$ cat src/rtl/scf_pkg.sv
`default_nettype none
// ----------------------------------------------------------------------------
// scf_pkg: shared types and constants
// Word layouts, scancode constants and the command that passes from the
// decoder front end to the character FIFO back end.
// ----------------------------------------------------------------------------
package scf_pkg;

  localparam int unsigned IN_DATA_W    = 24;
  localparam int unsigned OUT_DATA_W   = 24;
  localparam int unsigned USER_W       = 2;
  localparam int unsigned CHAR_W       = 8;
  localparam int unsigned CODE_W       = 7;
  localparam int unsigned KEYMAP_DEPTH = 256;
  localparam int unsigned KEYMAP_AW    = 8;
  localparam int unsigned QUEUE_DEPTH  = 4;

  typedef enum logic [1:0] {
    KIND_SCAN  = 2'd0,
    KIND_READ  = 2'd1,
    KIND_WRITE = 2'd2,
    KIND_NOP   = 2'd3
  } kind_e;

  localparam logic [CODE_W-1:0] SCAN_SHIFT_LEFT  = 7'h2A;
  localparam logic [CODE_W-1:0] SCAN_SHIFT_RIGHT = 7'h36;
  localparam logic [CODE_W-1:0] SCAN_ENTER       = 7'h1C;
  localparam logic [CODE_W-1:0] SCAN_BACKSPACE   = 7'h0E;
  localparam logic [CODE_W-1:0] SCAN_SPACE       = 7'h39;

  localparam logic [CHAR_W-1:0] CH_ENTER     = 8'd10;
  localparam logic [CHAR_W-1:0] CH_BACKSPACE = 8'd8;
  localparam logic [CHAR_W-1:0] CH_SPACE     = 8'd32;
  localparam logic [7:0]        SHIFT_MAX    = 8'hFF;

  typedef enum logic [1:0] {
    OP_NONE = 2'd0,
    OP_PUSH = 2'd1,
    OP_POP  = 2'd2
  } cmd_op_e;

  typedef struct packed {
    cmd_op_e           op;
    logic [CHAR_W-1:0] ch;
  } cmd_t;

  typedef struct packed {
    logic              dropped;
    logic              produced_valid;
    logic [CHAR_W-1:0] produced_char;
    logic              read_valid;
    logic [CHAR_W-1:0] read_char;
  } result_t;

endpackage
`default_nettype wire

$ cat src/rtl/scf_ram.sv
`default_nettype none
// ----------------------------------------------------------------------------
// scf_ram: generic memory
// One write port and one read port with registered read data.
// ----------------------------------------------------------------------------
module scf_ram #(
  parameter int unsigned WIDTH = 8,
  parameter int unsigned DEPTH = 256,
  localparam int unsigned AW = $clog2(DEPTH)
) (
  input  wire logic             clk_i,
  input  wire logic             we_i,
  input  wire logic [AW-1:0]    waddr_i,
  input  wire logic [WIDTH-1:0] wdata_i,
  input  wire logic             re_i,
  input  wire logic [AW-1:0]    raddr_i,
  output logic      [WIDTH-1:0] rdata_o
);

  logic [WIDTH-1:0] mem_q [DEPTH];
  logic [WIDTH-1:0] rdata_q;

  always_ff @(posedge clk_i) begin
    if (we_i) begin
      mem_q[waddr_i] <= wdata_i;
    end
    if (re_i) begin
      rdata_q <= mem_q[raddr_i];
    end
  end

  assign rdata_o = rdata_q;

endmodule
`default_nettype wire

$ cat src/rtl/scf_back.sv
`default_nettype none
// ----------------------------------------------------------------------------
// scf_back: character FIFO back end
// Executes push and pop commands on the ring buffer and holds each result
// word in an output register.
// ----------------------------------------------------------------------------
module scf_back #(
  parameter int unsigned FIFO_DEPTH = 256
) (
  input  wire logic          clk_i,
  input  wire logic          rst_ni,
  input  wire logic          cmd_valid_i,
  output logic               cmd_ready_o,
  input  wire scf_pkg::cmd_t cmd_i,
  output logic               res_valid_o,
  input  wire logic          res_ready_i,
  output scf_pkg::result_t   res_o
);
  import scf_pkg::*;

  localparam int unsigned PW = $clog2(FIFO_DEPTH);
  localparam logic [PW-1:0] PTR_LAST = PW'(FIFO_DEPTH - 1);

  logic [PW-1:0]     wp_d, wp_q, rp_d, rp_q;
  logic [PW-1:0]     wp_nxt, rp_nxt;
  logic              take, full, empty;
  logic              st_we, st_re;
  logic [CHAR_W-1:0] st_rdata;
  logic              o_valid_q;
  logic              rvalid_d, rvalid_q;
  logic [CHAR_W-1:0] pchar_d, pchar_q;
  logic              pvalid_d, pvalid_q;
  logic              drop_d, drop_q;

  assign cmd_ready_o = !o_valid_q || res_ready_i;
  assign take        = cmd_valid_i && cmd_ready_o;
  assign wp_nxt      = (wp_q == PTR_LAST) ? '0 : wp_q + 1'b1;
  assign rp_nxt      = (rp_q == PTR_LAST) ? '0 : rp_q + 1'b1;
  assign full        = wp_nxt == rp_q;
  assign empty       = wp_q == rp_q;

  always_comb begin
    st_we    = 1'b0;
    st_re    = 1'b0;
    wp_d     = wp_q;
    rp_d     = rp_q;
    rvalid_d = 1'b0;
    pchar_d  = '0;
    pvalid_d = 1'b0;
    drop_d   = 1'b0;
    case (cmd_i.op)
      OP_PUSH: begin
        pchar_d  = cmd_i.ch;
        pvalid_d = 1'b1;
        drop_d   = full;
        if (!full) begin
          st_we = take;
          wp_d  = wp_nxt;
        end
      end
      OP_POP: begin
        if (!empty) begin
          st_re    = take;
          rp_d     = rp_nxt;
          rvalid_d = 1'b1;
        end
      end
      default: begin
      end
    endcase
  end

  always_ff @(posedge clk_i or negedge rst_ni) begin
    if (!rst_ni) begin
      o_valid_q <= 1'b0;
      wp_q      <= '0;
      rp_q      <= '0;
    end else begin
      o_valid_q <= take || (o_valid_q && !res_ready_i);
      if (take) begin
        wp_q <= wp_d;
        rp_q <= rp_d;
      end
    end
  end

  always_ff @(posedge clk_i) begin
    if (take) begin
      rvalid_q <= rvalid_d;
      pchar_q  <= pchar_d;
      pvalid_q <= pvalid_d;
      drop_q   <= drop_d;
    end
  end

  scf_ram #(
    .WIDTH(CHAR_W),
    .DEPTH(FIFO_DEPTH)
  ) u_char_store (
    .clk_i  (clk_i),
    .we_i   (st_we),
    .waddr_i(wp_q),
    .wdata_i(cmd_i.ch),
    .re_i   (st_re),
    .raddr_i(rp_q),
    .rdata_o(st_rdata)
  );

  assign res_valid_o          = o_valid_q;
  assign res_o.read_char      = rvalid_q ? st_rdata : '0;
  assign res_o.read_valid     = rvalid_q;
  assign res_o.produced_char  = pchar_q;
  assign res_o.produced_valid = pvalid_q;
  assign res_o.dropped        = drop_q;

endmodule
`default_nettype wire

$ cat config.mk
export PLATFORM = sky130hd
export DESIGN_NAME = scf_back
export DESIGN_NICKNAME = d
export VERILOG_FILES = /design/src/rtl/scf_pkg.sv /design/src/rtl/scf_ram.sv /design/src/rtl/scf_back.sv
export SDC_FILE = /design/constraint.sdc
export NUM_CORES = 2
export LEC_CHECK = 0
export BUFFER_PORTS_ARGS = -buffer_cell sky130_fd_sc_hd__buf_2
export CAP_MARGIN = 15
export CORE_ASPECT_RATIO = 0.8
export CORE_MARGIN = 8
export CORE_UTILIZATION = 63
export CTS_CLUSTER_DIAMETER = 100
export DETAILED_ROUTE_END_ITERATION = 8
export GPL_ROUTABILITY_DRIVEN = 0
export PLACE_DENSITY = 0.83
export RECOVER_POWER = 50
export SYNTH_ARGS = -nofsm -noshare
export SYNTH_HDL_FRONTEND = slang
export SYNTH_SLANG_ARGS = --single-unit
$ cat constraint.sdc
create_clock -name clk_i -period 3.35 [get_ports clk_i]
set_input_delay 0 -clock clk_i [delete_from_list [all_inputs] [get_ports clk_i]]
set_output_delay 0 -clock clk_i [all_outputs]
set_load 0.01 [all_outputs]
Word level (Yosys, flattened, before mapping) --
Memories as Yosys holds them, arrays and structs flattened. A register that Yosys moved wholly into a read port is not among the register bits. Cells that the tools add are included.
Storage, ports and cells: logic and storage cells 37, memories 1, memory bits (writable) 2048, bits of input ports 14, register bits 28, output and inout bits 21
Operators by class: equal/unequal tests 6, add/subtract/negate cells 2, bitwise logic cells 2, reduce and logical (&&, ||, !) cells 8, multiplexer cells 11
Memories:
- u_char_store.mem_q | words 256, bits a word 8, rd ports 1, clocked after Yosys merged registers in 1, write ports 1, line scf_ram.sv:20 | logic [WIDTH-1:0] mem_q [DEPTH];
Operators by type and width (count):
- $mux W8 | 3
- $add A8 B1 Y8 const B | 2
- $eq A8 B8 Y1 | 2
- $eq A8 B8 Y1 const B | 2
- $mux W1 | 8
- $reduce_and A3 Y1 | 2
- $eq A2 B1 Y1 const B | 1
- $eq A2 B2 Y1 const B | 1
- $logic_and A1 B1 Y1 | 2
- $logic_not A1 Y1 | 2
- $logic_or A1 B1 Y1 | 2
- $not A1 Y1 | 2

Longest topological paths before layout --
depth in word-level cells 7, depth in mapped cells 13

Cells and area by module --
A second synthesis with hierarchy kept.
Second synthesis, totals: cells, all modules 3913, area total of the unflattened synthesis 81403.1 µm²
By module, submodules not included:
- scf_ram | instances 1, cells each 3733, sequential area each 61739.2 µm², area each 79636.4 µm²
- scf_back | instances 1, cells each 180, sequential area each 755.7 µm², area each 1766.7 µm²

Worst setup path before layout --
No wires, ideal clock.
path type register -> register, from reg wp_q[1], to mem u_char_store.mem_q[127][0], enable pin, arrival 2.585 ns, stages on the path, launching flop included 11, period minus slack after synthesis 2.970 ns, path slack 0.380 ns, path buffers 2, cell sequence dfrtp_1 > ha_1 > buf_2 > nand3_1 > nor3_2 > o21ai_0 > nor4b_1 > nand4_1 > buf_2 > nand3_1 > nor3b_1
On the way: longest elaborated chain between the ends 7, elaborated cells between the ends (all ways) 8, those cells by class add/sub: 1; eq/ne: 2; mux: 5
RTL lines:
- start, declared | line scf_back.sv:24 | logic [PW-1:0] wp_d, wp_q, rp_d, rp_q;
- start signal, assigned | line scf_back.sv:81 | wp_q <= wp_d;
- $add A8 B1 Y8 / $eq A8 B8 Y1 (equally long branches) | line scf_back.sv:37 | assign wp_nxt = (wp_q == PTR_LAST) ? '0 : wp_q + 1'b1;
- $mux W8 | line scf_back.sv:37
- $eq A8 B8 Y1 | line scf_back.sv:39 | assign full = wp_nxt == rp_q;
- $mux W1 | line scf_back.sv:56 | if (!full) begin
- $mux W1 | line scf_back.sv:51 | case (cmd_i.op)
- $mux W1 | line scf_ram.sv:24 | if (we_i) begin
- $mux W1 (not written as such) | line scf_ram.sv:25 | mem_q[waddr_i] <= wdata_i;
- end, declared | line scf_ram.sv:20
Several ways; a longest one is shown, not always the timed one.

Worst setup path after layout --
from reg rp_q[5], to reg u_char_store.rdata_q[3] (netlist: u_char_store.rdata_o[3]), read port of u_char_store.mem_q (data pin)
On the way: longest elaborated chain between the ends 3
RTL lines:
- start, declared | line scf_back.sv:24
- start signal, assigned | line scf_back.sv:82 | rp_q <= rp_d;
- $eq A8 B8 Y1 | line scf_back.sv:40 | assign empty = wp_q == rp_q;
- $mux W1 | line scf_back.sv:62 | if (!empty) begin
- $mux W1 | line scf_back.sv:51
- end, declared | line scf_ram.sv:21 | logic [WIDTH-1:0] rdata_q;
Several ways; a longest one is shown, not always the timed one. A chain may end at the register's enable or synchronous reset.

==> metrics <==
most frequent cell on the critical path=buf_4; Setup crit end kind=register; clock latency on the worst-skew pair=around 0.85 ns; slowest CP cell=dfrtp_1; final instance area=0.0924 mm²; Synth area leader=edfxtp_1; Detailed Place HPWL=between 100000 and 150000 µm; GRT Residual Overflow=0; CTS sink count=roughly 2100; syn_area_per_cell=around 21 µm²; vias in the first global route=around 45000; largest family of logic cells by synthesized area=multiplexers; Final period util=101%; Routed Antenna Nets=0; starting density of the core=between 60 and 70%; routed vias=45500; FFs w/ async S/R, synth=0.816%; #FFs+latches synth=between 2000 and 2500; max_slew headroom=-124%; Worst VDD drop=a little under 0.0007 V; DRT Pass-1 Iters=9; pwr dens=727 mW/mm²; Placed Area=0.0859 mm²; status=finished with violations; Port Buf Inserts=34; most frequent cells in the layout=edfxtp_1 (2067), mux4_2 (459), buf_4 (267); area grow syn2layout=12.7%; final wirelength=231000 µm; TritonCTS buffer count=182; initial drt markers=around 8000; P_leak=29.3 nW; Unique masters post-synth=79; reg2reg end=u_char_store.rdata_o[3]; largest net degree at the start of global routing=120; EDFF count, synth=2067; Synth Area in Compound Gates=3.20%; global-route wire length before repair=326000 µm; Util after Layout=71.4%; Setup WS pre-CTS=-0.124 ns; CP required=3.95 ns; fin. max-slew vios=1048; register area share after synthesis=between 70% and 80%; clock root buffer=clkbuf_16; fmax=296 MHz; r2r worst-path depth=8; worst setup margin=-0.0275 ns; DIE HEIGHT=339 µm; xor and xnor area share after synthesis=0.203%; synthesized-area fraction occupied by adder cells=less than 1%; WL/cell=37.7 µm; Arrival @ worst endpoint=3.98 ns; post-synthesis cell count=a little under 4000; Power, Total=67.1 mW; # H-tree levels=4; RSZ-0062 raised after global routing=true; CTS tree=yes; Register-to-Register Setup Slack=-0.03 ns; cell family with most CP delay=compound AO/OA/AOI/OAI gates; DRC viols=2; DR vias/cell=7.43; simple-gate share of the synthesized area=2.65%; Die W=approximately 420 µm; CP max stage delay=roughly 0.6 ns; gr usage total=32.1%; mux contribution to synthesized area=about 15%; Die ar.=about 0.14 mm²; Clk pin slew, worst setup/hold paths=about 0.070 ns; critical path peak fanout=8; warnings from Yosys=0; worst hold path class=input port to async pin; Critical R2R Launch=rp_q[5]; syn_nets=3923; Mapped Area=0.0820 mm²; Critical Path Start Type=register; Final min period=around 3.4 ns; CP bufs+invs=3; endpoints failing hold=0; Clock Skew=between 0.04 and 0.05 ns; CP Cell Sequence=buf_4, inv_2, buf_4, nand2_1, o221ai_1, o21ai_0, a22o_1, nor3_1; Yosys top cell area share=between 70% and 80%; Worst Path Class, Setup=register to register; most common cell after layout, fill and taps aside=edfxtp_1; io pins=35; hold_ws=0.0443 ns; Rows=between 100 and 150; core region area=0.129 mm²; # setup viols final=15; proportion of layout cells with a drive suffix above 1=between 20 and 30%; clk buf depth=3; Max Cap Viol=12; failing checks=DRC, capacitance limit, slew limit, setup timing; dominant synthesized flop cell=edfxtp_1; initial antenna violation count=12; most area-consuming cells after synthesis=edfxtp_1 (76%), mux4_2 (13%), mux2i_1 (2.4%); worst-margin pin slew=3.35 ns; Nets=4250
worst min-delay path, cell delays in order:
cell and delay [ns]:
dlygate4sd3_1 0.52, buf_2 0.11, dlygate4sd3_1 0.60
layout make-up:
type / count / area (µm²)
clock buffers: 228 / 4810
fillers: 6946 / 37000
clock inverters: 108 / 1170
repair buffers: 391 / 3450
diodes: 9 / 22.5
well taps: 1740 / 2180
inverters: 10 / 40.0
flip-flops and latches: 2084 / 62500
multi-input cells: 1562 / 18200
flip-flops by register name, summed over array words and instances, names as in the netlist:
name,cells
u_char_store.mem_q,2048
pchar_q,8
rp_q,8
u_char_store.rdata_o,8
wp_q,8
drop_q,1
pvalid_q,1
res_valid_o,1
rvalid_q,1
metal layers:
layer,wire [µm],GRT usage [%],vias up
met3,36700,10.9,959
li1,-,-,16900
met4,14200,15.9,14
met1,75500,42.8,22900
met5,90,0,-
met2,105000,47.9,4697
worst max-delay path by stage:
stage                  from                    endpoint  slack [ns]  cells after the start
floorplan           wp_q[1]  u_char_store.mem_q[127][0]        0.38                     10
CTS                 wp_q[0]  u_char_store.mem_q[237][4]      0.0007                     10
finish              rp_q[5]     u_char_store.rdata_o[3]       -0.03                      8
detailed placement  rp_q[1]     u_char_store.rdata_o[2]       -0.12                      8
global route        wp_q[0]  u_char_store.mem_q[245][2]       -0.13                     10
global placement    rp_q[1]     u_char_store.rdata_o[2]       -0.07                      8
cells in the mapped netlist, types with 9 or more instances:
| master | n |
|---|---|
| a211oi_1 | 14 |
| a21oi_1 | 88 |
| a221oi_1 | 59 |
| a22oi_1 | 30 |
| and2_1 | 26 |
| buf_1 | 12 |
| buf_12 | 11 |
| buf_2 | 97 |
| buf_4 | 14 |
| buf_6 | 26 |
| buf_8 | 20 |
| clkbuf_1 | 62 |
| dfrtp_1 | 17 |
| edfxtp_1 | 2067 |
| mux2i_1 | 197 |
| mux4_1 | 12 |
| mux4_2 | 459 |
| nand2_1 | 80 |
| nand2b_1 | 9 |
| nand3_1 | 26 |
| nand4_1 | 9 |
| nand4_2 | 10 |
| nor2_1 | 285 |
| nor2b_1 | 12 |
| nor3_1 | 9 |
| o211ai_1 | 12 |
| o21ai_0 | 57 |
| o221ai_1 | 17 |
| o22ai_1 | 23 |
| xnor2_1 | 9 |
| xor2_1 | 10 |
power breakdown:
| part | leakage (nW) | switching, mW | internal [mW] |
|---|---|---|---|
| logic | 7.58 | 10.1 | 6.46 |
| clock network | 2.92 | 9.69 | 11.8 |
| registers | 18.8 | 0.219 | 28.8 |
| total | 29.3 | 20.0 | 47.1 |
per-stage QoR:
stage,TNS (ns),cells
after floorplan,0,3904
after global placement,-0.0653,5765
after detailed placement,-0.124,5765
after CTS,0,6117
after global routing,-8.06,6124
final,-0.128,6132
what timing repair did:
| action | in CTS | in global routing |
|---|---|---|
| endpoints found under the setup margin | 5 | 1296 |
| hold buffers | 16 | 0 |
| buffers inserted | 0 | 5 |
| pin swaps | 0 | 2 |
| resized for setup | 6 | 167 |
| endpoints found under the hold margin | 760 | 0 |
cells by family after synthesis:
logic type	after synthesis
AOI/OAI and AO/OA	376
xor gates and xnor gates	19
adders and majority gates	5
buffers and inverters	258
DFF	2084
muxes	675
and+or+nand+nor	487
No activity file was read; power rests on OpenSTA's default activity.
