===== config.mk =====
export PLATFORM = sky130hd
export DESIGN_NAME = scf_front
export DESIGN_NICKNAME = d
export VERILOG_FILES = /design/src/rtl/scf_pkg.sv /design/src/rtl/scf_ram.sv /design/src/rtl/scf_front.sv
export SDC_FILE = /design/constraint.sdc
export NUM_CORES = 2
export LEC_CHECK = 0
export BUFFER_PORTS_ARGS = -buffer_cell sky130_fd_sc_hd__buf_2
export CORE_MARGIN = 3
export CORE_UTILIZATION = 57
export DETAILED_ROUTE_END_ITERATION = 8
export PLACE_DENSITY_LB_ADDON = 0.1
export SLEW_MARGIN = 10
export SYNTH_ARGS = -nofsm -noshare
export SYNTH_HDL_FRONTEND = slang
export SYNTH_SLANG_ARGS = --single-unit

===== constraint.sdc =====
create_clock -name clk_i -period 2.35 [get_ports clk_i]
set_input_delay 0.47 -clock clk_i [delete_from_list [all_inputs] [get_ports clk_i]]
set_output_delay 0.47 -clock clk_i [all_outputs]
set_load 0.05 [all_outputs]

===== src/rtl/scf_pkg.sv =====
`default_nettype none
// ----------------------------------------------------------------------------
// scf_pkg: shared types and constants
// Word layouts, scancode constants and the command that passes from the
// decoder front end to the character FIFO back end.
// ----------------------------------------------------------------------------
package scf_pkg;

  localparam int unsigned IN_DATA_W    = 24;
  localparam int unsigned OUT_DATA_W   = 24;
  localparam int unsigned USER_W       = 2;
  localparam int unsigned CHAR_W       = 8;
  localparam int unsigned CODE_W       = 7;
  localparam int unsigned KEYMAP_DEPTH = 256;
  localparam int unsigned KEYMAP_AW    = 8;
  localparam int unsigned QUEUE_DEPTH  = 4;

  typedef enum logic [1:0] {
    KIND_SCAN  = 2'd0,
    KIND_READ  = 2'd1,
    KIND_WRITE = 2'd2,
    KIND_NOP   = 2'd3
  } kind_e;

  localparam logic [CODE_W-1:0] SCAN_SHIFT_LEFT  = 7'h2A;
  localparam logic [CODE_W-1:0] SCAN_SHIFT_RIGHT = 7'h36;
  localparam logic [CODE_W-1:0] SCAN_ENTER       = 7'h1C;
  localparam logic [CODE_W-1:0] SCAN_BACKSPACE   = 7'h0E;
  localparam logic [CODE_W-1:0] SCAN_SPACE       = 7'h39;

  localparam logic [CHAR_W-1:0] CH_ENTER     = 8'd10;
  localparam logic [CHAR_W-1:0] CH_BACKSPACE = 8'd8;
  localparam logic [CHAR_W-1:0] CH_SPACE     = 8'd32;
  localparam logic [7:0]        SHIFT_MAX    = 8'hFF;

  typedef enum logic [1:0] {
    OP_NONE = 2'd0,
    OP_PUSH = 2'd1,
    OP_POP  = 2'd2
  } cmd_op_e;

  typedef struct packed {
    cmd_op_e           op;
    logic [CHAR_W-1:0] ch;
  } cmd_t;

  typedef struct packed {
    logic              dropped;
    logic              produced_valid;
    logic [CHAR_W-1:0] produced_char;
    logic              read_valid;
    logic [CHAR_W-1:0] read_char;
  } result_t;

endpackage
`default_nettype wire


===== src/rtl/scf_ram.sv =====
`default_nettype none
// ----------------------------------------------------------------------------
// scf_ram: generic memory
// One write port and one read port with registered read data.
// ----------------------------------------------------------------------------
module scf_ram #(
  parameter int unsigned WIDTH = 8,
  parameter int unsigned DEPTH = 256,
  localparam int unsigned AW = $clog2(DEPTH)
) (
  input  wire logic             clk_i,
  input  wire logic             we_i,
  input  wire logic [AW-1:0]    waddr_i,
  input  wire logic [WIDTH-1:0] wdata_i,
  input  wire logic             re_i,
  input  wire logic [AW-1:0]    raddr_i,
  output logic      [WIDTH-1:0] rdata_o
);

  logic [WIDTH-1:0] mem_q [DEPTH];
  logic [WIDTH-1:0] rdata_q;

  always_ff @(posedge clk_i) begin
    if (we_i) begin
      mem_q[waddr_i] <= wdata_i;
    end
    if (re_i) begin
      rdata_q <= mem_q[raddr_i];
    end
  end

  assign rdata_o = rdata_q;

endmodule
`default_nettype wire


===== src/rtl/scf_front.sv =====
`default_nettype none
// ----------------------------------------------------------------------------
// scf_front: scancode decoder front end
// Accepts words, tracks the shift counter, owns the keymap memory and turns
// each word into a FIFO command in the cycle after it is accepted, once the
// registered keymap read has returned.
// ----------------------------------------------------------------------------
module scf_front (
  input  wire logic                         clk_i,
  input  wire logic                         rst_ni,
  input  wire logic                         s_valid_i,
  output logic                              s_ready_o,
  input  wire logic [scf_pkg::USER_W-1:0]   kind_i,
  input  wire logic [7:0]                   scan_code_i,
  input  wire logic                         upper_select_i,
  input  wire logic [scf_pkg::CHAR_W-1:0]   entry_char_i,
  output logic                              cmd_valid_o,
  input  wire logic                         cmd_ready_i,
  output scf_pkg::cmd_t                     cmd_o
);
  import scf_pkg::*;

  typedef enum logic [1:0] {
    CL_NONE,
    CL_POP,
    CL_FIXED,
    CL_TABLE
  } class_e;

  logic                    acc;
  logic [CODE_W-1:0]       code;
  logic                    is_rel;
  logic                    is_shift;
  logic [7:0]              shift_d, shift_q;
  class_e                  cls_d, cls_q;
  logic [CHAR_W-1:0]       fixed_d, fixed_q;
  logic                    hit_d, hit_q;
  logic                    b_valid_d, b_valid_q;
  logic [KEYMAP_AW-1:0]    km_addr;
  logic                    km_we, km_re;
  logic [CHAR_W-1:0]       km_rdata;
  logic [CHAR_W-1:0]       table_ch;
  logic [KEYMAP_DEPTH-1:0] km_vld_d, km_vld_q;

  assign s_ready_o   = !b_valid_q || cmd_ready_i;
  assign acc         = s_valid_i && s_ready_o;
  assign code        = scan_code_i[CODE_W-1:0];
  assign is_rel      = scan_code_i[7];
  assign is_shift    = (code == SCAN_SHIFT_LEFT) || (code == SCAN_SHIFT_RIGHT);
  assign cmd_valid_o = b_valid_q;
  assign b_valid_d   = acc || (b_valid_q && !cmd_ready_i);

  always_comb begin
    shift_d = shift_q;
    cls_d   = CL_NONE;
    fixed_d = '0;
    km_we   = 1'b0;
    km_re   = 1'b0;
    km_addr = {upper_select_i, code};
    case (kind_e'(kind_i))
      KIND_SCAN: begin
        if (is_rel) begin
          if (is_shift && (shift_q != '0)) begin
            shift_d = shift_q - 8'd1;
          end
        end else if (is_shift) begin
          if (shift_q != SHIFT_MAX) begin
            shift_d = shift_q + 8'd1;
          end
        end else begin
          case (code)
            SCAN_ENTER: begin
              cls_d   = CL_FIXED;
              fixed_d = CH_ENTER;
            end
            SCAN_BACKSPACE: begin
              cls_d   = CL_FIXED;
              fixed_d = CH_BACKSPACE;
            end
            SCAN_SPACE: begin
              cls_d   = CL_FIXED;
              fixed_d = CH_SPACE;
            end
            default: begin
              cls_d   = CL_TABLE;
              km_re   = acc;
              km_addr = {(shift_q != '0), code};
            end
          endcase
        end
      end
      KIND_READ: begin
        cls_d = CL_POP;
      end
      KIND_WRITE: begin
        km_we = acc && !is_rel;
      end
      default: begin
      end
    endcase
    hit_d    = km_vld_q[km_addr];
    km_vld_d = km_vld_q;
    if (km_we) begin
      km_vld_d[km_addr] = 1'b1;
    end
  end

  always_ff @(posedge clk_i or negedge rst_ni) begin
    if (!rst_ni) begin
      b_valid_q <= 1'b0;
      shift_q   <= '0;
      km_vld_q  <= '0;
    end else begin
      b_valid_q <= b_valid_d;
      km_vld_q  <= km_vld_d;
      if (acc) begin
        shift_q <= shift_d;
      end
    end
  end

  always_ff @(posedge clk_i) begin
    if (acc) begin
      cls_q   <= cls_d;
      fixed_q <= fixed_d;
      hit_q   <= hit_d;
    end
  end

  scf_ram #(
    .WIDTH(CHAR_W),
    .DEPTH(KEYMAP_DEPTH)
  ) u_keymap (
    .clk_i  (clk_i),
    .we_i   (km_we),
    .waddr_i(km_addr),
    .wdata_i(entry_char_i),
    .re_i   (km_re),
    .raddr_i(km_addr),
    .rdata_o(km_rdata)
  );

  assign table_ch = hit_q ? km_rdata : '0;

  always_comb begin
    cmd_o.op = OP_NONE;
    cmd_o.ch = '0;
    case (cls_q)
      CL_POP: begin
        cmd_o.op = OP_POP;
      end
      CL_FIXED: begin
        cmd_o.op = OP_PUSH;
        cmd_o.ch = fixed_q;
      end
      CL_TABLE: begin
        cmd_o.op = (table_ch != '0) ? OP_PUSH : OP_NONE;
        cmd_o.ch = table_ch;
      end
      default: begin
      end
    endcase
  end

endmodule
`default_nettype wire


Word-level counts from Yosys, hierarchy flattened
Memories as Yosys holds them, arrays and structs flattened. A register that Yosys moved wholly into a read port is not among the register bits.
Cells that the tools add are included.
- memory bits (writable): 2048
- input port bits: 23
- register bits: 276
- memories kept: 1
- bits in read-only memories: 0
- output and inout port bits: 12
- bits in latches: 0
- logic and storage cells: 72
- div/mod/pow operators: 0
- multiply operators: 0
- mux-type cells: 28
- add/sub/neg operators: 2
- order comparisons: 2
- equality and inequality tests: 12
- reduce and logical (&&, ||, !) cells: 19
- shift operators: 0
- bitwise gates (word level): 2
- memories (name ; words ; width ; rd ports ; clocked after memory_dff ; wr ports ; line ; source):
    u_keymap.mem_q ; 256 ; 8 ; 1 ; 1 ; 1 ; scf_ram.sv:20 ; logic [WIDTH-1:0] mem_q [DEPTH];
- operator list (kind ; number):
    256-bit OR ; 1
    8-bit two-way mux ; 9
    7-bit by 6-bit == test with 1-bit output, second input constant ; 3
    6-bit case mux with 3 select lines ; 1
    8-bit case mux with 2 select lines ; 1
    8-bit nonzero test ; 2
    1-bit two-way mux ; 11
    8-bit by 9-bit < comparator with 1-bit output, second input constant ; 1
    8-bit by 1-bit adder with 8-bit output, second input constant ; 1
    1-bit binary-select mux with 8-bit select ; 1
    1-bit demux with 8-bit select ; 1
    8-bit by 1-bit >= comparator with 1-bit output, second input constant ; 1
    8-bit inequality test, second input constant ; 1
    8-bit by 1-bit subtractor with 8-bit output, second input constant ; 1
    7-bit by 4-bit == test with 1-bit output, second input constant ; 1
    7-bit by 5-bit == test with 1-bit output, second input constant ; 1
    2-bit == test, second input constant ; 3
    2-bit case mux with 3 select lines ; 1
    3-bit OR reduction ; 2
    1-bit logical AND ; 5
    5-bit AND reduction ; 1
    2-bit by 1-bit == test with 1-bit output, second input constant ; 2
    2-bit two-way mux ; 2
    2-bit case mux with 2 select lines ; 1
    other kinds (6) ; 11

Longest topological paths before layout
- depth in word-level cells: 11
- depth in mapped cells: 14
- depth with buffers taken out: 9

By module
Synthesis repeated with hierarchy kept, for this count alone.
- cells, all modules: 4618
- area, all modules: 91704.2 um^2
- modules (own cells, without submodules) (module ; area an instance (um^2) ; cells each ; seq. area each (um^2) ; instances):
    scf_ram ; 79636.4 ; 3733 ; 61739.2 ; 1
    scf_front ; 12067.8 ; 885 ; 6811.5 ; 1

Least setup slack after synthesis
Ideal clock, no wire load.
- kind: input port to flip-flop
- start point: input scan_code_i[0]
- end point: memory u_keymap.mem_q[3][0] (enable)
- buffers on the path: 3
- arrival time: 2758 ps
- path slack: -778 ps
- setup time: 370 ps
- data required time: 1980 ps
- stages: 10
- path through: buf_6 nand2b_4 or4_1 a21o_1 and2_1 buf_6 a211oi_4 nand2_2 buf_4 nor2_1
- longest elaborated chain between the ends: 6
- elaborated cells between the ends (all ways): 11
- classes of those cells: eq/ne: 5; mux: 4; reduce/logical: 2
- ends and longest elaborated chain (element ; line ; source):
    start: declaration ; scf_front.sv:14 ; input wire logic [7:0] scan_code_i,
    7-bit by 6-bit == test with 1-bit output (tied with other cells) ; scf_front.sv:71 ; case (code)
    3-bit OR reduction (no line) ; n/a ;
    8-bit two-way mux ; scf_front.sv:71 ;
    8-bit two-way mux ; scf_front.sv:66 ; end else if (is_shift) begin
    8-bit two-way mux ; scf_front.sv:62 ; if (is_rel) begin
    8-bit two-way mux * ; scf_front.sv:60 ; case (kind_e'(kind_i))
    end: declaration ; scf_ram.sv:20 ;
Every way passes the cells marked *; elsewhere a longest branch is shown, timed or not.

Final worst setup path
- start point: register shift_q[5]
- end point: register hit_q, data pin
- longest elaborated chain between the ends: 7
- ends and longest elaborated chain (element ; line ; source):
    start: declaration ; scf_front.sv:34 ; logic [7:0] shift_d, shift_q;
    start signal: assignment ; scf_front.sv:117 ; shift_q <= shift_d;
    8-bit nonzero test ; scf_front.sv:87 ; km_addr = {(shift_q != '0), code};
    8-bit two-way mux ; scf_front.sv:71 ;
    8-bit two-way mux ; scf_front.sv:66 ;
    8-bit two-way mux ; scf_front.sv:62 ;
    8-bit two-way mux ; scf_front.sv:60 ;
    1-bit binary-select mux with 8-bit select ; scf_front.sv:101 ; hit_d = km_vld_q[km_addr];
    1-bit two-way mux (not written as such) ; scf_front.sv:101 ;
    via hit_d ; scf_front.sv:37 ; logic hit_d, hit_q;
    end signal: assignment ; scf_front.sv:126 ; hit_q <= hit_d;
    end: declaration ; scf_front.sv:37 ;
The timed path passes the listed nets, and every way through them passes these cells. The select of a mux whose other input is x is not followed.
A chain may end at the register's enable or synchronous reset.

==> results.toml <==
[status]
status = "finished with violations"
violations = "negative setup slack"

[power_and_ir_drop]
power_switching_mw = 19.05
ir_worst_vdd_v = 0.0008441
finalPower_mw = 87.77
swShare = 0.2171
power_frac_comb = 0.062
power_density_nw_per_um2 = 773.5
p_leak_nw = 40.06
internal_power_mw = 68.72
pwr-share-clk = 0.424
power_frac_seq = 0.514

[setup_path]
worstSetupPathType = "flip-flop to flip-flop"
worst_path_dominant_cell_family = "simple AND/OR/NAND/NOR gates"
arrival_ps = 3640
cp-start-kind = "flip-flop"
critPathBufInv = 3
reg2reg_from = "shift_q[5]$_DFFE_PN0P_"
crit_chain = "nor4_2 -> buf_4 -> and2_4 -> nor3_4 -> o211ai_1 -> clkbuf_16 -> nand2b_4 -> nand4_1 -> buf_4 -> or4_4"
slowest_stage = "or4_4"
end_kind = "flip-flop"
r2r_slack_ps = -680
cp_slowest_stage_delay_ps = 500
startpoint = "shift_q[5]$_DFFE_PN0P_"
path_max_fanout = 2
critPathRequiredTime_ps = 2960
cpMostUsedCell = "buf_4"

[clocking]
tritoncts = "yes"
cts.sinks = 2327
path_clk_slew_ps = 60
numCtsBuffers = 225
h-tree-depth = 4
clkLatencyLatePin_ps = 880
cts_root_buf = "clkbuf_16"
cts_buffer_depth = 3

[synthesis]
syn_area_um2 = 90990
ys_ff_latch = 2327
syn_inst = 4443
synth_edf_count = 2062
ys_async_sr_fraction = 0.1139
yosysWarnings = 0
synth_nets = 4473
yosysSeqAreaShare = 0.7534
synthTopCellsByArea = "edfxtp_1 (68%), mux4_2 (14%), dfrtp_1 (7.3%), nor2_1 (1.3%), or2_2 (1.3%)"
synth_cell_types = 82
ys.flop_type = "edfxtp_1"
yosys.area.top_type = "edfxtp_1"
avgSynthCellArea_um2 = 20.48
synth_top_area_frac = 0.6805

[drt]
top_layer_used = "met5"
wl_met3_um = 26880
finalWirelength_um = 258000
wl_met2_um = 118500
drt-wirelength-per-cell_um = 33.17
firstDrtPassIters = 6
ant_nets = 0
vias = 50776
post_drt_via_cell_ratio = 6.529
drt_iter0_drc = 7038
met1_length_um = 102700
drc_errors = 0

[floorplan]
ioPinCount = 35
start_util = 0.5778
rows = 145
core-area_um2 = 157500
die_h_um = 405.5
dieWidth_um = 405.5
dieArea_um2 = 164500

[timing]
hold_viol = 0
rsz0062_at_grt = "true"
setup_viol = 1675
slew_headroom = 0.3687
slew_violations = 0
clock.fmax_mhz = 330.0
fin_crit_sh = 1.290
worst_pin_slew_ps = 947.0
skew_ps = 65.65
worst_slack_ps = -680.6
period_needed_ps = 3031
hold_ws_ps = 107.6

[final_layout]
multi_input_area_um2 = 22630
seq_area_um2 = 68550
final_common_cell = "edfxtp_1"
final_cell_mix = "edfxtp_1 (2062), buf_4 (704), mux4_2 (565), dfrtp_1 (265), buf_12 (233)"
drive_gt1_frac = 0.4399
filler_cell_count = 9301
areaGrowthSynthToFinish_pct = 24.72
layout.nets = 5543

[place]
port_buffers = 34
gp_congestion = 0.9406
place_ws_ps = -1402
hpwl_um = 167500

[global_route]
overflow = 0
antenna_found_initial = 5
grt_pass1_wl_um = 369200
grt_max_degree = 92
grtUsageTotal = 0.3170
grt_pass1_vias = 50452

[job]
maxCapViolCount = 0

[worst_hold_path]
hold_start = "entry_char_i[7]"
hp-class = "primary input to flip-flop"
[flip-flops by register name, summed over array words and instances (netlist names)]
register	count
shift_q	8
fixed_q	3
u_keymap.mem_q	2048
cmd_valid_o	1
hit_q	1
cls_q	2
km_vld_q	256
u_keymap.rdata_o	8
[power groups by stage]
stage / sequential (mW) / combinational (mW) / clock, mW
floorplan: 46.0 / 2.26 / 0
global placement: 46.0 / 5.00 / 0
detailed placement: 46.0 / 5.06 / 0
CTS: 45.1 / 5.27 / 37.6
global route: 45.1 / 5.62 / 39.3
finish: 45.1 / 5.41 / 37.2
[cell type report]
| cell class | count | area share |
|---|---|---|
| diodes | 4 | 0.00008821 |
| multi-input cells | 1854 | 0.1994 |
| inverters | 12 | 0.0004190 |
| clock buffers | 312 | 0.05560 |
| flip-flops and latches | 2327 | 0.6041 |
| repair buffers | 1093 | 0.1052 |
| clock inverters | 117 | 0.01251 |
| well taps | 2058 | 0.02269 |
[stage by stage]
step / cell area [µm²] / util / instances / setup TNS (ps)
final: 113500 / 0.7206 / 7777 / -225400
after global routing: 113500 / 0.7206 / 7774 / -306680
after CTS: 112400 / 0.7136 / 7719 / -194360
after detailed placement: 102900 / 0.6537 / 7238 / -1694610
after global placement: 102900 / 0.6537 / 7238 / -1658030
after floorplan: 91820 / - / 4443 / -961470
[layer usage]
layer / vias up / track usage
met5: - / 0
met4: 6 / 0.1115
met3: 511 / 0.07365
met2: 2924 / 0.4729
met1: 26931 / 0.4680
li1: 20404 / -
[synth_stat cells (19+ instances only)]
master / count
o22ai_1: 20
nand2_1: 81
a22o_1: 49
nor2_1: 309
a22oi_1: 104
mux4_2: 565
mux2i_1: 93
edfxtp_1: 2062
buf_2: 81
or2_2: 183
buf_6: 47
o21bai_1: 36
nand2b_1: 22
o21ai_0: 27
nand3_1: 20
clkbuf_1: 75
a221oi_1: 35
or2_1: 27
nor3_1: 19
buf_4: 28
dfrtp_1: 265
a21oi_1: 59
[what timing repair did]
| action | CTS | global route |
|---|---|---|
| pin swaps | 56 | 32 |
| hold buffers | 7 | 0 |
| endpoints found under the setup margin | 1869 | 2279 |
| cloned | 13 | 18 |
| buffers inserted | 34 | 38 |
| hold endpoints to repair | 261 | 0 |
| gates resized for setup | 226 | 176 |
[path summary, 6_finish.rpt]
kind                                                    to  cells past startpoint
hold reg to reg                  km_vld_q[203]$_DFFE_PN0P_                      1
hold / removal             u_keymap.mem_q[77][7]$_DFFE_PP_                      1
setup reg to reg                           hit_q$_DFFE_PP_                     10
setup / recovery                           hit_q$_DFFE_PP_                     10
max in group asynchronous        km_vld_q[188]$_DFFE_PN0P_                      3
min in group asynchronous        km_vld_q[128]$_DFFE_PN0P_                      3
[worst reg2reg max path: stages, from the launching register on]
cell and delay, ps:
dfrtp_1 410, nor4_2 330, buf_4 170, and2_4 180, nor3_4 60, o211ai_1 350
clkbuf_16 230, nand2b_4 120, nand4_1 180, buf_4 230, or4_4 510
[logic make-up after synthesis]
kind of cell | count (synthesis) | synth area share
flops | 2327 | 0.7534
simple gates | 738 | 0.03991
mux | 660 | 0.1503
compound gates | 441 | 0.03739
buf+inv | 262 | 0.01713
xor+xnor | 8 | 0.0007700
fa+ha+maj | 7 | 0.001045
Power figures use the tool's default switching activity.
