**config.mk**
```make
export PLATFORM = sky130hd
export DESIGN_NAME = scf_queue
export DESIGN_NICKNAME = d
export VERILOG_FILES = /design/src/rtl/scf_pkg.sv /design/src/rtl/scf_queue.sv
export SDC_FILE = /design/constraint.sdc
export NUM_CORES = 1
export LEC_CHECK = 0
export BUFFER_PORTS_ARGS = -buffer_cell sky130_fd_sc_hd__buf_2
export CAP_MARGIN = 10
export CORE_AREA = 3 3 60 62
export CTS_BUF_LIST = sky130_fd_sc_hd__clkbuf_4
export DETAILED_ROUTE_END_ITERATION = 8
export DIE_AREA = 0 0 63 65
export PLACE_DENSITY = 0.93
export SLEW_MARGIN = 20
export SYNTH_ARGS = -nofsm -noshare
export SYNTH_HDL_FRONTEND = slang
export SYNTH_SLANG_ARGS = --single-unit
export TNS_END_PERCENT = 10
```
**constraint.sdc**
```tcl
create_clock -name clk_i -period 5.84 [get_ports clk_i]
set_input_delay 0.584 -clock clk_i [delete_from_list [all_inputs] [get_ports clk_i]]
set_output_delay 0.584 -clock clk_i [all_outputs]
set_load 0.05 [all_outputs]
```
**src/rtl/scf_pkg.sv**
```systemverilog
`default_nettype none
// ----------------------------------------------------------------------------
// scf_pkg: shared types and constants
// Word layouts, scancode constants and the command that passes from the
// decoder front end to the character FIFO back end.
// ----------------------------------------------------------------------------
package scf_pkg;

  localparam int unsigned IN_DATA_W    = 24;
  localparam int unsigned OUT_DATA_W   = 24;
  localparam int unsigned USER_W       = 2;
  localparam int unsigned CHAR_W       = 8;
  localparam int unsigned CODE_W       = 7;
  localparam int unsigned KEYMAP_DEPTH = 256;
  localparam int unsigned KEYMAP_AW    = 8;
  localparam int unsigned QUEUE_DEPTH  = 4;

  typedef enum logic [1:0] {
    KIND_SCAN  = 2'd0,
    KIND_READ  = 2'd1,
    KIND_WRITE = 2'd2,
    KIND_NOP   = 2'd3
  } kind_e;

  localparam logic [CODE_W-1:0] SCAN_SHIFT_LEFT  = 7'h2A;
  localparam logic [CODE_W-1:0] SCAN_SHIFT_RIGHT = 7'h36;
  localparam logic [CODE_W-1:0] SCAN_ENTER       = 7'h1C;
  localparam logic [CODE_W-1:0] SCAN_BACKSPACE   = 7'h0E;
  localparam logic [CODE_W-1:0] SCAN_SPACE       = 7'h39;

  localparam logic [CHAR_W-1:0] CH_ENTER     = 8'd10;
  localparam logic [CHAR_W-1:0] CH_BACKSPACE = 8'd8;
  localparam logic [CHAR_W-1:0] CH_SPACE     = 8'd32;
  localparam logic [7:0]        SHIFT_MAX    = 8'hFF;

  typedef enum logic [1:0] {
    OP_NONE = 2'd0,
    OP_PUSH = 2'd1,
    OP_POP  = 2'd2
  } cmd_op_e;

  typedef struct packed {
    cmd_op_e           op;
    logic [CHAR_W-1:0] ch;
  } cmd_t;

  typedef struct packed {
    logic              dropped;
    logic              produced_valid;
    logic [CHAR_W-1:0] produced_char;
    logic              read_valid;
    logic [CHAR_W-1:0] read_char;
  } result_t;

endpackage
`default_nettype wire

```
**src/rtl/scf_queue.sv**
```systemverilog
`default_nettype none
// ----------------------------------------------------------------------------
// scf_queue: command queue
// A short register queue that lets the decoder and the FIFO stall apart.
// ----------------------------------------------------------------------------
module scf_queue (
  input  wire logic          clk_i,
  input  wire logic          rst_ni,
  input  wire logic          in_valid_i,
  output logic               in_ready_o,
  input  wire scf_pkg::cmd_t in_cmd_i,
  output logic               out_valid_o,
  input  wire logic          out_ready_i,
  output scf_pkg::cmd_t      out_cmd_o
);
  import scf_pkg::*;

  localparam int unsigned PW = $clog2(QUEUE_DEPTH);
  localparam int unsigned CW = $clog2(QUEUE_DEPTH + 1);

  cmd_t          ent_q [QUEUE_DEPTH];
  logic [PW-1:0] rd_ptr_q, wr_ptr_q;
  logic [CW-1:0] cnt_q, cnt_d;
  logic          push, pop;

  assign in_ready_o  = cnt_q != CW'(QUEUE_DEPTH);
  assign out_valid_o = cnt_q != '0;
  assign out_cmd_o   = ent_q[rd_ptr_q];
  assign push        = in_valid_i && in_ready_o;
  assign pop         = out_valid_o && out_ready_i;
  assign cnt_d       = cnt_q + CW'(push) - CW'(pop);

  always_ff @(posedge clk_i or negedge rst_ni) begin
    if (!rst_ni) begin
      rd_ptr_q <= '0;
      wr_ptr_q <= '0;
      cnt_q    <= '0;
    end else begin
      cnt_q <= cnt_d;
      if (push) begin
        wr_ptr_q <= wr_ptr_q + 1'b1;
      end
      if (pop) begin
        rd_ptr_q <= rd_ptr_q + 1'b1;
      end
    end
  end

  always_ff @(posedge clk_i) begin
    if (push) begin
      ent_q[wr_ptr_q] <= in_cmd_i;
    end
  end

endmodule
`default_nettype wire

```
== Yosys cells after proc, flatten, opt, wreduce, memory -nomap -nowiden ==
Memory sizes are Yosys's and may differ from the RTL's.
Index checks and enable logic that the tools add are counted.

* Add/subtract/negate cells: 4
* Eq/ne operators: 1
* Multiplexer cells: 2
* Reductions and logical operators: 3

{| class="wikitable"
|+ Operators with widths
! kind !! number
|-
| 2-bit by 1-bit adder with 2-bit output (second input constant) || 2
|-
| 3-bit by 1-bit adder with 3-bit output || 1
|-
| 3-bit != test (second input constant) || 1
|-
| 3-bit nonzero test || 1
|-
| 3-bit by 1-bit subtractor with 3-bit output || 1
|-
| 1-bit logical AND || 2
|-
| 1-bit 2-to-1 mux || 2
|}

* Flip-flop bits (word level): 7
* Memory bits (writable): 40
* Input bits: 14
* Memories: 1

{| class="wikitable"
|+ Memory list
! memory !! depth !! bits a word !! rd ports !! clocked after Yosys merged registers in !! wr ports !! RTL line !! source
|-
| ent_q || 4 || 10 || 1 || 0 || 1 || scf_queue.sv:21 || <nowiki>cmd_t ent_q [QUEUE_DEPTH];</nowiki>
|}

== Logic depth before layout (Yosys ltp) ==
Gate-level depths: netlist of run 1.

* Depth in word-level cells: 4
* Depth in mapped cells: 9
* Gate-level depth less buffers: 9

== Least setup slack after synthesis of run 1 ==
No wires, ideal clock.

* Path type: register to register
* Start point: reg cnt_q[1]
* End point: reg cnt_q[2]
* Setup time: 0.131 ns
* Arrival: 1.939 ns
* Data required time: 5.709 ns
* Setup slack: 3.770 ns
* Cell stages (with the launch flop): 10
* Path buffers: 0
* Cell sequence: dfrtp_1 > nor3b_4 > nand2b_1 > ha_1 > inv_1 > ha_1 > inv_1 > fa_1 > xnor2_1 > xnor2_1

* Cells in the longest elaborated chain, start to end: 4

{| class="wikitable"
|+ RTL lines
! item !! RTL line !! source
|-
| start, declared || scf_queue.sv:23 || <nowiki>logic [CW-1:0] cnt_q, cnt_d;</nowiki>
|-
| start signal, assigned || scf_queue.sv:39 || <nowiki>cnt_q <= cnt_d;</nowiki>
|-
| 3-bit != test || scf_queue.sv:26 || <nowiki>assign in_ready_o = cnt_q != CW'(QUEUE_DEPTH);</nowiki>
|-
| 1-bit logical AND || scf_queue.sv:29 || <nowiki>assign push = in_valid_i && in_ready_o;</nowiki>
|-
| 3-bit by 1-bit adder with 3-bit output || scf_queue.sv:31 || <nowiki>assign cnt_d = cnt_q + CW'(push) - CW'(pop);</nowiki>
|-
| 3-bit by 1-bit subtractor with 3-bit output * || scf_queue.sv:31 ||
|-
| via cnt_d[2] || scf_queue.sv:23 ||
|}

The timed path passes the listed nets; every way through them passes the cells marked *.
A chain may end at the register's enable or synchronous reset.

==> results of run 1 <==
Yosys cell counts, drive strengths merged:
cell type / n
o31a: 1
xor2: 1
edfxtp: 40
and3b: 4
nand2b: 4
o211ai: 2
xnor2: 3
buf: 2
nor3b: 1
fa: 1
o311ai: 1
dfrtp: 7
or3: 1
nand4bb: 2
inv: 6
ha: 6
mux4: 10
nand2: 1
state kept, by name (all words and copies together), names as in the netlist:
register  cells
ent_q        40
cnt_q         3
rd_ptr_q      2
wr_ptr_q      2
cells in the final DEF, fill, tap and decap left out, types with 3 or more instances in the layout:
| cell type | netlist | layout |
|---|---|---|
| xnor2_1 | 3 | 3 |
| dfrtp_1 | 7 | 7 |
| clkbuf_4 | 0 | 5 |
| mux4_2 | 8 | 8 |
| and3b_1 | 4 | 4 |
| buf_2 | 1 | 25 |
| edfxtp_1 | 40 | 40 |
| nand2b_1 | 4 | 4 |
| ha_1 | 6 | 6 |
| inv_1 | 6 | 6 |
stage by stage:
| stage | hold slack, ns | area (µm²) | utilization [%] | setup WS (ns) | total power, µW |
|---|---|---|---|---|---|
| floorplan | 0.288 | 1920 | - | 3.77 | 917 |
| global placement | 0.420 | 2090 | 67.8 | 3.63 | 995 |
| detailed placement | 0.422 | 2090 | 67.8 | 3.57 | 1020 |
| CTS | 0.0190 | 2140 | 69.6 | 3.18 | 1170 |
| global route | 0.00785 | 2140 | 69.6 | 3.09 | 1220 |
| finish | 0.0371 | 2140 | 69.6 | 3.24 | 1150 |
layout make-up:
cell class	count	area (µm²)
clock buffer	5	37.5
tap	44	55.1
sequential	47	1380
inverter	6	22.5
multi-input combinational	38	507
clock inverter	3	20.0
timing repair buffer	25	125
fill	207	935
kinds of logic (layout without fill, tap and decap cells):
kind of cell | Yosys count | after routing
AO/OA/AOI/OAI | 4 | 4
XOR/XNOR | 4 | 4
adder cells (fa/ha/maj) | 7 | 7
buffers and inverters | 8 | 39
flip-flops | 47 | 47
multiplexers | 10 | 10
AND/OR/NAND/NOR | 13 | 13
per-layer routing:
layer	vias to the layer above	GRT usage [%]
met5	-	0
met4	0	5.79
met3	2	5.72
met2	26	27.7
met1	455	20.4
li1	427	-
how the worst max path moves through the flow:
stage	slack (ns)	cells past startpoint	startpoint	end
2_1_floorplan	3.77	9	cnt_q[1]	cnt_q[2]
3_3_place_gp	3.63	2	rd_ptr_q[0]	out_cmd_o[0]
3_5_place_dp	3.57	9	cnt_q[1]	cnt_q[2]
4_1_cts	3.18	2	rd_ptr_q[0]	out_cmd_o[0]
5_1_grt	3.09	2	rd_ptr_q[0]	out_cmd_o[0]
6_report	3.24	2	rd_ptr_q[0]	out_cmd_o[0]
power by group through the flow:
stage	clock [µW]	combinational, µW	sequential (µW)
finish	147	470	538
global route	165	498	554
CTS	150	476	541
detailed placement	0	476	548
global placement	0	458	537
floorplan	0	420	497
==> flow_metrics.tcl, run 1 <==
set metrics [dict create \
    status "finished, final reports clean" \
    slew_viol_final 0 \
    clock-sinks 47 \
    synth_area_mm2 0.00192 \
    dp_cells 160 \
    rows 20 \
    grt_pass1_wl_um 4930 \
    ys_types 20 \
    finClkSkew_ns 0.00300 \
    startpoint_type "flop" \
    yosys-top-cells-area "edfxtp_1 63%, mux4_2 9.4%, dfrtp_1 9.1%" \
    reg2reg_depth 9 \
    hold_viol 0 \
    fin_setup_tns_ns 0 \
    crit_path_cell_trace "mux4_1 > buf_2" \
    initial_core_util_pct 62.4 \
    intPower_uw 669 \
    synth-seq-cells 47 \
    worstMarginPinSlew_ns 0.681 \
    first_pass_iters 4 \
    via_per_inst 5.42 \
    grt_overflow_total 0 \
    wl_met3_um 163 \
    slowest_delay_ns 0.80 \
    wl_met2_um 1580 \
    grt_max_degree 16 \
    clock_power_share_pct 12.7 \
    relSlewSlack_pct 54.6 \
    gp_congestion 0.774 \
    cts_root_buffer "clkbuf_4" \
    gr-usage-all-layers_pct 16.7 \
    netlist.top_cell.by_area "edfxtp_1" \
    worst_setup_path_end_kind "output pin" \
    required_ns 5.26 \
    drtIter0Drc 39 \
    ir_drop_v 0.000313 \
    syn_avg_cell_area_um2 20.7 \
    post_cts_resized 0 \
    cp_max_fo 12 \
    dieArea_mm2 0.00410 \
    ant_nets 0 \
    die_y_um 65 \
    synth_compound_area_share_pct 1.69 \
    p_leak_uw 0.000789 \
    pwr_density_cell_mw_per_mm2 539 \
    fin_cells 168 \
    area.growth.synth_to_final_pct 11.5 \
    synthCells 93 \
    rr_startpoint "cnt_q[1]" \
    yosysSeqAreaShare_pct 71.6 \
    wl_met1_um 1220 \
    yosysWarnings 0 \
    critPathArrivalTime_ns 2.01 \
    via_count 910 \
    grt_pass1_vias 977 \
    yosys.area_share.adder_pct 4.95 \
    cts_setup_buffers 0 \
    hpwl_um 2090 \
    drive_above_1_share_pct 33.1 \
    hold_buffers 0 \
    io_buffers 25 \
    switchingPower_uw 486 \
    clk_latency_ns 0.35 \
    syn-num-nets 114 \
    route.detailed.drc 0 \
    r2r-end "cnt_q[2]" \
    crit_slowest_cell "dfrtp_1" \
    cp_top_family "flip-flops" \
    worst-path-buf-inv 1 \
    path_class "flop to output pin" \
    synth_mux_area_share_pct 12.1 \
    routed.top_layer "met4" \
    cts_tree "done" \
    setup_viol 0 \
    wl_per_cell_um 17.7 \
    ios 26 \
    clockBufferDepth 2 \
    core-area_mm2 0.00308 \
    wirelength_um 2980 \
    diodes 0 \
    synth.top_cell.area_share_pct 62.5 \
    die_w_um 63 \
    regToRegSetupSlack_ns 3.55 \
    pwr-share-seq_pct 46.6 \
    p_comb_share_pct 40.7 \
    nets 144 \
    maxCapViolations 0 \
    clk_pin_slew_ns 0.13 \
    rsz0062_at_grt "false" \
    hold_class "input port to async pin" \
    synthSimpleGateAreaFrac_pct 5.79 \
    max_freq_mhz 385 \
    p_sw_share_pct 42.1 \
    synth_top_family_by_area "multiplexers" \
    cts_buffers 5 \
    synth_xor_area_share_pct 1.82 \
    finalCriticalPeriod_ns 2.60 \
    min_period_over_period_pct 44.4 \
    h-tree-depth 2 \
    antenna_found_initial 0 \
]
No activity file was read; power rests on OpenSTA's default activity.
==> run 2: changes to the inputs <==
--- a/config.mk
+++ b/config.mk
@@ -5,13 +5,14 @@
 export SDC_FILE = /design/constraint.sdc
 export NUM_CORES = 1
 export LEC_CHECK = 0
+export ABC_AREA = 1
 export BUFFER_PORTS_ARGS = -buffer_cell sky130_fd_sc_hd__buf_2
 export CAP_MARGIN = 10
-export CORE_AREA = 3 3 60 62
+export CORE_AREA = 3 3 63 65
 export CTS_BUF_LIST = sky130_fd_sc_hd__clkbuf_4
 export DETAILED_ROUTE_END_ITERATION = 8
-export DIE_AREA = 0 0 63 65
-export PLACE_DENSITY = 0.93
+export DIE_AREA = 0 0 66 68
+export PLACE_DENSITY = 0.89
 export SLEW_MARGIN = 20
 export SYNTH_ARGS = -nofsm -noshare
 export SYNTH_HDL_FRONTEND = slang
==> constraint.sdc (replaced) <==
create_clock -name clk_i -period 2.4 [get_ports clk_i]
set_input_delay 0.24 -clock clk_i [delete_from_list [all_inputs] [get_ports clk_i]]
set_output_delay 0.24 -clock clk_i [all_outputs]
set_load 0.05 [all_outputs]
==> run 2 against run 1 <==
Non-clock buffer count increased by 6; setup slack worse by 3.0 ns; clock power increased by 140%; via count grew 38%; count of clock-buffer cells in the layout did not move; total power grew to 2.6 times the previous value; sequential share of layout area is 3.3 points lower; routed wire length rose by 14%; synthesized area increased by 5.0%; combinational power increased to 3.1 times the previous value; global-route usage is 0.57 points higher; register-to-register slack worse by 3.2 ns; largest cell class unchanged.
==> flow_metrics.tcl, run 2 <==
set metrics [dict create \
    maxCapViolations 0 \
    ios 26 \
    first_pass_iters 4 \
    wirelength_um 3410 \
    fin_area_mm2 0.00226 \
    io_buffers 25 \
    cts_root_buffer "clkbuf_4" \
    gp_congestion 0.800 \
    slowest_delay_ns 0.61 \
    hold_depth 1 \
    max_freq_mhz 472 \
    hold_viol 0 \
    final_cell_mix "48 x nand2_1, 40 x edfxtp_1, 25 x inv_1, 25 x nor2_1, 25 x buf_2" \
    yosysSeqAreaShare_pct 68.2 \
    wl_met1_um 1360 \
    regMostFlops "ent_q" \
    worstMarginPinSlew_ns 0.607 \
    routed.top_layer "met4" \
    hpwl_um 2420 \
    synth.top_cell.area_share_pct 59.5 \
    startpoint "rd_ptr_q[0]" \
    p_leak_uw 0.00101 \
    fin_total_pwr_uw 3010 \
    setup_viol 0 \
    dieArea_mm2 0.00449 \
    cp_max_fo 20 \
    post_cts_resized 0 \
    clk_latency_ns 0.37 \
    synth-seq-cells 47 \
    grt_pass1_wl_um 5450 \
    min_period_over_period_pct 88.3 \
    rows 21 \
    gr-usage-all-layers_pct 17.2 \
    route.detailed.drc 0 \
    cts_buffers 5 \
    hold_class "input port to flop" \
    netlist.top_cell.by_area "edfxtp_1" \
    syn_avg_cell_area_um2 10.9 \
    clock-sinks 47 \
    pwr_density_cell_mw_per_mm2 1330 \
    required_ns 2.16 \
    area.growth.synth_to_final_pct 12.0 \
    yosys-top-cells-count "48 x nand2_1, 40 x edfxtp_1, 25 x inv_1, 25 x nor2_1, 18 x o21ai_1" \
    die_w_um 66 \
    drive_above_1_share_pct 18.3 \
    synth_most_common_cell "nand2_1" \
    via_per_inst 4.76 \
    crit_top_cell "nand2_1" \
    synth_edf_count 40 \
    relSlewSlack_pct 59.5 \
    wl_met3_um 139 \
    rr_startpoint "cnt_q[1]" \
    largest_reg_flops 40 \
    crit_slowest_cell "dfrtp_1" \
    critPathArrivalTime_ns 1.88 \
    postSynth.asyncResetShare_pct 14.9 \
    yosys-top-cells-area "edfxtp_1 60%, nand2_1 8.9%, dfrtp_1 8.7%" \
    slew_viol_final 0 \
    dpl_cell_area_mm2 0.00219 \
    yosysWarnings 0 \
    fin_setup_tns_ns 0 \
    cts_tree "done" \
    nets 238 \
    worstHoldStart "in_cmd_i[7]" \
    wl_per_cell_um 12.9 \
    status "finished, final reports clean" \
    clk_pin_slew_ns 0.13 \
    core-area_mm2 0.00339 \
    diodes 0 \
    finalCriticalPeriod_ns 2.12 \
    rsz0062_at_grt "false" \
    antenna_found_initial 0 \
    final_common_cell "nand2_1" \
    wl_met2_um 1830 \
    path_class "flop to output pin" \
    grt_overflow_total 0 \
    initial_core_util_pct 59.5 \
    ys.flop_type "edfxtp_1" \
    fill_cells 247 \
    synth_area_mm2 0.00202 \
    h-tree-depth 2 \
    ant_nets 0 \
    die_y_um 68 \
    reg2reg_depth 11 \
    regToRegSetupSlack_ns 0.37 \
    hold_end "ent_q[0][7]" \
    worst_setup_path_end_kind "output pin" \
    r2r-end "cnt_q[2]" \
    clockBufferDepth 2 \
    crit_path_cell_trace "buf_4 > nand2_1 > o21ai_1 > nand2_1 > nand2_1 > buf_2" \
    grt_pass1_vias 1214 \
    via_count 1257 \
    ir_drop_v 0.000965 \
    synthCells 185 \
    syn-num-nets 206 \
    startpoint_type "flop" \
    reg_top3 "ent_q: 40 flops, cnt_q: 3 flops" \
    drtIter0Drc 32 \
    grt_max_degree 22 \
    finClkSkew_ns 0.00627 \
    ys_types 16 \
]
-- run 2: changes by cell type in the layout (fill, tap and decap cells not counted), moves of 3 or more --
| cell | before | now |
|---|---|---|
| and3b_1 | 4 | 0 |
| buf_4 | 0 | 5 |
| inv_1 | 6 | 25 |
| mux4_2 | 8 | 0 |
| nand2_1 | 1 | 48 |
| nand2b_1 | 4 | 0 |
| nand3_1 | 0 | 5 |
| nor2_1 | 0 | 25 |
| o21ai_1 | 0 | 18 |
| xnor2_1 | 3 | 0 |
-- run 2: metal layers --
metal / up-vias / global-route usage (%)
li1: 660 / -
met1: 565 / 18.8
met2: 25 / 30.8
met3: 7 / 5.25
met4: 0 / 8.12
met5: - / 0
-- run 2: power breakdown --
group / total, µW / switching (µW) / leakage (µW) / internal, µW
Combinational: 1450 / 1070 / 0.000527 / 375
Clock: 360 / 246 / 0.0000354 / 115
Sequential: 1200 / 106 / 0.000450 / 1090
-- run 2: metrics by stage --
stage / utilization, % / instances / worst slack (ns) / hold WS (ns)
2_1_floorplan: - / 185 / 0.202 / -0.0556
3_3_place_gp: 64.7 / 255 / 0.494 / 0.0778
3_5_place_dp: 64.7 / 255 / 0.399 / 0.0807
4_1_cts: 66.7 / 264 / 0.226 / 0.0626
5_1_grt: 66.7 / 264 / 0.0829 / 0.0511
6_report: 66.7 / 264 / 0.281 / 0.0811
-- run 2: final cells by class --
type | instances | area (µm²) | area share, %
sequential | 47 | 1380 | 60.9
tap | 46 | 57.6 | 2.55
inverter | 26 | 97.6 | 4.32
multi-input combinational | 106 | 500 | 22.1
clock inverter | 3 | 18.8 | 0.830
timing repair buffer | 31 | 173 | 7.64
clock buffer | 5 | 37.5 | 1.66
-- run 2: worst max path at each step --
stage / to / slack [ns] / depth (start not counted)
floorplan: cnt_q[2] / 0.20 / 11
global placement: cnt_q[2] / 0.49 / 11
detailed placement: cnt_q[2] / 0.40 / 11
CTS: out_cmd_o[4] / 0.23 / 6
global route: out_cmd_o[3] / 0.08 / 6
finish: out_cmd_o[4] / 0.28 / 6
-- run 2: critical path, delay by kind of cell (launching register included) --
kind | cells | cell delay, ns
AOI/OAI and AO/OA | 1 | 0.09
and+or+nand+nor | 3 | 0.24
buffers and inverters | 2 | 0.57
DFF | 1 | 0.61
-- run 2: logic make-up (layout without fill, tap and decap cells) --
kind of cell,count (synthesis),after routing,share of synthesized area (%)
AOI/OAI and AO/OA,20,20,4.96
buffers and inverters,32,65,7.01
DFF,47,47,68.2
adders and majority gates,7,7,4.71
and+or+nand+nor,79,79,15.1
-- run 2: repair_timing --
item | CTS | global route
hold buffers | 1 | 0
buffers inserted | 0 | 0
hold endpoints to repair | 7 | 0
